<file path="src/hw/rtl/shi_pkg.sv">
// ----------------------------------------------------------------------------
// shi_pkg
// Shared types and constants for the segment / hyperplane intersection core.
// ----------------------------------------------------------------------------
package shi_pkg;

    localparam int NUM_LANES    = 4;
    localparam int COORD_W      = 32;
    localparam int PROD_W       = 2 * COORD_W;
    localparam int SIDE_W       = PROD_W + 4;
    localparam int MAG_W        = SIDE_W;
    localparam int DELTA_W      = COORD_W + 1;
    localparam int QUO_W        = DELTA_W;
    localparam int DIV_STEPS    = QUO_W;
    localparam int MERGE_STAGES = 3;
    localparam int PIPE_DEPTH   = 1 + MERGE_STAGES + DIV_STEPS;
    localparam int CFG_IDX_W    = 3;

    typedef enum logic [CFG_IDX_W-1:0] {
        REG_PLANE_A = 3'd0,
        REG_PLANE_B = 3'd1,
        REG_PLANE_C = 3'd2,
        REG_PLANE_D = 3'd3,
        REG_PLANE_E = 3'd4
    } cfg_reg_t;

    typedef struct packed {
        logic signed [COORD_W-1:0] start_x;
        logic signed [COORD_W-1:0] start_y;
        logic signed [COORD_W-1:0] start_z;
        logic signed [COORD_W-1:0] start_w;
        logic signed [COORD_W-1:0] end_x;
        logic signed [COORD_W-1:0] end_y;
        logic signed [COORD_W-1:0] end_z;
        logic signed [COORD_W-1:0] end_w;
    } in_item_t;

    typedef struct packed {
        logic                      crosses;
        logic                      degenerate;
        logic signed [COORD_W-1:0] cross_x;
        logic signed [COORD_W-1:0] cross_y;
        logic signed [COORD_W-1:0] cross_z;
        logic signed [COORD_W-1:0] cross_w;
    } out_item_t;

    typedef struct packed {
        logic signed [PROD_W-1:0] start_prod;
        logic signed [PROD_W-1:0] end_prod;
    } side_prod_t;

    typedef struct packed {
        logic [DELTA_W-1:0]        mag;
        logic                      neg;
        logic signed [COORD_W-1:0] start;
    } seg_delta_t;

    typedef struct packed {
        logic crosses;
        logic degenerate;
    } cross_flags_t;

    typedef struct packed {
        logic [MAG_W-1:0] m1;
        logic [MAG_W-1:0] den;
    } div_ctl_t;

endpackage

</file>
<file path="src/hw/rtl/shi_plane_merge.sv">
// ----------------------------------------------------------------------------
// shi_plane_merge
// Sums the lane products into the two side values and classifies the segment:
// crossing, degenerate, start magnitude and divisor.
// ----------------------------------------------------------------------------
module shi_plane_merge
    import shi_pkg::*;
#(
    parameter int FRAC_BITS = 16
)
(
    input  logic                      clk,
    input  logic                      en,
    input  side_prod_t                prod [NUM_LANES],
    input  logic signed [COORD_W-1:0] plane_e,
    output cross_flags_t              flags,
    output div_ctl_t                  ctl
);

    localparam int HALF = NUM_LANES / 2;

    logic signed [SIDE_W-1:0] s1_half_reg [2];
    logic signed [SIDE_W-1:0] s2_half_reg [2];
    logic signed [SIDE_W-1:0] eterm_reg;
    logic signed [SIDE_W-1:0] s1_reg;
    logic signed [SIDE_W-1:0] s2_reg;
    logic signed [SIDE_W-1:0] s1_half_next [2];
    logic signed [SIDE_W-1:0] s2_half_next [2];
    cross_flags_t             flags_reg;
    cross_flags_t             flags_next;
    div_ctl_t                 ctl_reg;
    div_ctl_t                 ctl_next;
    logic [MAG_W-1:0]         m2;
    logic                     side1;
    logic                     side2;

    always_comb
    begin
        for (int h = 0; h < 2; h++)
        begin
            s1_half_next[h] = '0;
            s2_half_next[h] = '0;
            for (int k = 0; k < HALF; k++)
            begin
                s1_half_next[h] = s1_half_next[h] + SIDE_W'(prod[h*HALF+k].start_prod);
                s2_half_next[h] = s2_half_next[h] + SIDE_W'(prod[h*HALF+k].end_prod);
            end
        end
    end

    always_comb
    begin
        side1       = !s1_reg[SIDE_W-1];
        side2       = !s2_reg[SIDE_W-1] && (s2_reg != '0);
        ctl_next.m1 = s1_reg[SIDE_W-1] ? MAG_W'(-s1_reg) : MAG_W'(s1_reg);
        m2          = s2_reg[SIDE_W-1] ? MAG_W'(-s2_reg) : MAG_W'(s2_reg);
        ctl_next.den          = ctl_next.m1 + m2;
        flags_next.crosses    = side1 != side2;
        flags_next.degenerate = (side1 != side2) && (ctl_next.den == '0);
    end

    always_ff @(posedge clk)
    begin
        if (en)
        begin
            s1_half_reg <= s1_half_next;
            s2_half_reg <= s2_half_next;
            eterm_reg   <= SIDE_W'(plane_e) <<< FRAC_BITS;
            s1_reg      <= s1_half_reg[0] + s1_half_reg[1] + eterm_reg;
            s2_reg      <= s2_half_reg[0] + s2_half_reg[1] + eterm_reg;
            flags_reg   <= flags_next;
            ctl_reg     <= ctl_next;
        end
    end

    assign flags = flags_reg;
    assign ctl   = ctl_reg;

endmodule

</file>
<file path="config.mk">
export PLATFORM = sky130hd
export DESIGN_NAME = shi_plane_merge
export DESIGN_NICKNAME = d
export VERILOG_FILES = /design/src/hw/rtl/shi_pkg.sv /design/src/hw/rtl/shi_plane_merge.sv
export SDC_FILE = /design/constraint.sdc
export NUM_CORES = 2
export LEC_CHECK = 0
export BUFFER_PORTS_ARGS = -buffer_cell sky130_fd_sc_hd__clkbuf_2
export CAP_MARGIN = 20
export CORE_UTILIZATION = 59
export CTS_CLUSTER_SIZE = 40
export DETAILED_ROUTE_END_ITERATION = 16
export PLACE_DENSITY = 0.82
export SLEW_MARGIN = 40
export SYNTH_ARGS = -nofsm -noshare
export SYNTH_HDL_FRONTEND = slang
export SYNTH_SLANG_ARGS = --single-unit
</file>
<file path="constraint.sdc">
create_clock -name clk -period 10.15 [get_ports clk]
set_input_delay 2.03 -clock clk [delete_from_list [all_inputs] [get_ports clk]]
set_output_delay 2.03 -clock clk [all_outputs]
set_load 0.02 [all_outputs]
</file>
Yosys cells after proc, flatten, opt, wreduce, memory -nomap -nowiden
Index checks and enable logic that the tools add are counted.
{ "word_totals": {"regBits": 578, "in_bits": 546, "output_inout_bits": 138, "word_cells": 31} }
{ "op_classes": {"n_addsub": 11, "n_eq_ne": 1, "n_mux": 2, "n_reduce_logical": 6} }
{ "ops": {"columns": ["cell", "n"], "rows": [
  ["64-bit by 64-bit adder with 65-bit output", 4],
  ["68-bit adder", 3],
  ["68-bit by 48-bit adder with 68-bit output", 2],
  ["68-bit 2-to-1 mux", 2],
  ["68-bit negation", 2],
  ["68-bit zero test", 1],
  ["68-bit nonzero test", 1],
  ["1-bit logical AND", 2],
  ["1-bit zero test", 2],
  ["1-bit != test", 1]
]} }

Logic depth before layout (Yosys ltp)
{ "logic_depth": {"ltp_word": 5, "depth_mapped": 27, "mapped_depth_nobuf": 26} }

Worst setup path before layout
No wires, ideal clock.
{ "synth_timing": {"path_type": "register to register", "from": "register s1_reg[29]", "to": "register flags_reg (netlist bit flags[0]) (data pin)", "setup_ns": 0.170, "arrival_time_ns": 6.937, "required_time_ns": 9.980, "slack_ns": 3.043, "stages_incl_launch_ff": 25, "path_buffers": 0, "period_less_slack_ns": 7.107, "cell_sequence": "edfxtp_1 > nor4_2 > nand4_1 > or4_1 > or3_1 > or4_1 > o21ai_0 > xnor2_1 > ha_1 > a21o_1 > a21o_1 > a21oi_1 > nor2_1 > or4_1 > or4_1 > nor4_1 > nand2_1 > or4_1 > or4_1 > nor4_1 > and4b_1 > and4_1 > nand4b_1 > or4_1 > nor4_2"} }
{ "synth_rtl": {"columns": ["item", "line", "source"], "rows": [
  ["from (decl)", "shi_plane_merge.sv:25", "logic signed [SIDE_W-1:0] s1_reg;"],
  ["from (signal assigned)", "shi_plane_merge.sv:69", "s1_reg <= s1_half_reg[0] + s1_half_reg[1] + eterm_reg;"],
  ["to (signal assigned)", "shi_plane_merge.sv:71", "flags_reg <= flags_next;"],
  ["to (decl)", "shi_plane_merge.sv:29", "cross_flags_t flags_reg;"]
]} }

==> impl_metrics.yaml <==
cells_and_area:
  nNetsFinal: 6311
  largest_register_ffs: 136
  fin_util_pct: 68.5
  synthToLayoutAreaGrowth_pct: 14.9
  nFillCells: 5967
  fin_area_um2: 53100
  drive_gt1_share_pct: 16.8
timing:
  skew_ns: 0.0359
  hold_ws_ns: 0.595
  setup_viol: 0
  hold_viol_final: 0
  slew_violations: 0
  worst_pin_slew_ns: 0.860
  finalCriticalPeriod_ns: 8.66
  tns_ns: 0
  timing.final.crit_share_pct: 85.3
  fmaxAchievable_mhz: 116
  rsz0062_at_grt: "no"
  max_slew_margin_pct: 41.8
clock_network:
  hold_buffers: 0
  clock_sinks: 566
  clockBufferDepth: 3
  clkLatencyLatePin_ns: 0.65
  path_clk_slew_ns: 0.07
  cts-buffers-inserted: 58
  cts.repair.resized: 0
  post-cts-setup-buffers: 0
  cts_tree: "built"
  cts-root-buf: "clkbuf_16"
  htreeDepth: 2
place:
  hpwl_um: 120000
  io_buffers: 683
  gp_congestion: 0.991
  dpl_cell_area_um2: 50800
synthesis:
  synth_fa_ha_area_share_pct: 17.7
  synth-xor-area-share_pct: 11.0
  synthMuxAreaShare_pct: 0.0217
  synth_edf_count: 566
  yosys_warnings: 0
  ys_async_sr_fraction_pct: 0
  synth_nets: 5609
  synth_cell_types: 103
  syn_inst: 4477
  yosys.area_share.simple_pct: 12.5
  yosys-top-cells-area: "edfxtp_1 (37%), ha_1 (13%), xnor2_1 (8.0%), fa_1 (4.6%), a21oi_1 (4.4%)"
  synth_commonest_cells: "edfxtp_1 (566), ha_1 (481), xnor2_1 (423)"
  ys_seq_area_share_pct: 36.8
  yosys_most_used_dff: "edfxtp_1"
  synth_top_family_by_area: "compound AO/OA/AOI/OAI gates"
  netlist_area_um2: 46200
  synth_top_area_share_pct: 36.8
  synth-compound-area-share_pct: 20.1
  synth_top_area_cell: "edfxtp_1"
  synth.ff_latch_count: 566
  syn_avg_cell_area_um2: 10.3
  synth.most_common_cell: "edfxtp_1"
routing:
  drt-total-wl_um: 144000
  firstDrtPassIters: 6
  vias_per_cell: 6.23
  drt_iter0_markers: 3878
  wire_per_inst_um: 22.9
  vias: 39100
  drc: 0
  ant_nets: 0
power:
  p_per_area_nw_per_um2: 341
  p_leak_nw: 22.8
  finalPower_mw: 18.1
  ir_worst_vdd_mv: 0.193
grt:
  grt_max_degree: 181
  grtUsageTotal_pct: 35.5
  grt_use_met3_pct: 4.11
  grtUsageMet2_pct: 57.4
  busiest_layer: "met2"
  grt_pass1_wl_um: 213000
  antenna_found_initial: 7
  first_global_vias: 36600
  grt.overflow.total: 0
  gr-usage-met1_pct: 49.6
worst_setup_path:
  critPathMaxStageDelay_ns: 0.70
  crit_top_cell: "or4_1"
  start_kind: "flip-flop"
  crit_type: "reg -> reg"
  cp_top_family: "simple AND/OR/NAND/NOR gates"
  cp_max_fo: 6
  end_kind: "flip-flop"
  worstPathArrival_ns: 9.13
  path_cells: "nor4_1 > nand4_1 > or4_1 > or3_1 > or4_1 > o21ai_0 > xnor2_1 > ha_1 > a21o_1 > a21o_1 > a21oi_1 > nor2_1 > or4_1 > or4_1 > nor4_1 > nand2_1 > or4_1 > or4_1 > nor4_1 > and4b_1 > and4_1 > nand4b_1 > or4_1 > nor4_2"
  crit_slowest_cell: "or4_1"
  crit_required_ns: 10.63
  cp_num_buf_inv: 0
floorplanning:
  initial_core_util_pct: 59.6
  die-area_um2: 79400
  die-height_um: 282
  die-width_um: 282
  fp-row-count: 102
  num_io_pins: 684
  core_area_um2: 77500
min_path:
  hp-class: "reg -> reg"
run_status:
  run_status: "completed"
flow_run:
  maxCapViolCount: 0
layer usage:
metal | part of all wire [%] | up-vias
met4 | 3.6 | 2
met1 | 43 | 18600
met5 | 0.0077 | -
li1 | - | 18400
met3 | 7.8 | 250
met2 | 46 | 1811
through the flow:
stage               cells  setup WS (ns)
finish               6275           1.49
global route         6273           1.02
CTS                  6267           1.56
detailed placement   6157           1.59
global placement     6156           1.74
floorplan            4477           3.04
final cells by class:
type / count / area (um2) / area share [%]
Inverter: 171 / 642 / 1.21
Clock buffer: 61 / 1480 / 2.80
Sequential cell: 566 / 17000 / 32.0
Multi-Input combinational cell: 3682 / 28300 / 53.4
Tap cell: 1040 / 1300 / 2.45
Clock inverter: 49 / 679 / 1.28
Timing Repair Buffer: 700 / 3620 / 6.83
Antenna cell: 6 / 15.0 / 0.0283
power by group:
part           leakage (nW)  switching (mW)  internal [mW]
combinational          16.2            6.92           4.20
sequential             5.54           0.570           3.97
clock                  1.05           0.979           1.43
cells in the final DEF, fill, tap and decap left out, types with 105 or more instances in the layout:
cell	n
clkbuf_2	682
edfxtp_1	566
nor2_1	236
a21o_1	270
a21oi_1	410
xor2_1	151
xnor2_1	423
ha_1	481
nand2_1	248
fa_1	105
inv_1	170
o21ai_0	229
cells by family (layout without fill, tap and decap cells):
family,count (synthesis),in the layout
compound gates,1399,1399
xor+xnor,576,576
fa+ha+maj,591,591
buf+inv,229,981
flops,566,566
mux,1,1
other cells,0,6
simple gates,1115,1115
final timing paths:
path,start,endpoint,slack (ns),cells past startpoint
worst max-delay path,s1_reg[11],flags[0],1.49,24
worst min-delay path,s2_half_reg[68],s2_reg[0],0.60,1
worst max register to register,s1_reg[11],flags[0],1.49,24
worst min register to register,s2_half_reg[68],s2_reg[0],0.60,1
worst reg2reg max path, cell delays in order (launching register included):
cell and delay [ns]:
edfxtp_1 0.46, nor4_1 0.58, nand4_1 0.39, or4_1 0.70, or3_1 0.42, or4_1 0.55, o21ai_0 0.24, xnor2_1 0.18
ha_1 0.34, a21o_1 0.20, a21o_1 0.17, a21oi_1 0.23, nor2_1 0.20, or4_1 0.48, or4_1 0.40, nor4_1 0.21
nand2_1 0.10, or4_1 0.45, or4_1 0.42, nor4_1 0.47, and4b_1 0.35, and4_1 0.21, nand4b_1 0.10, or4_1 0.50
nor4_2 0.15
Note: power is estimated with default switching activity, not from simulation.
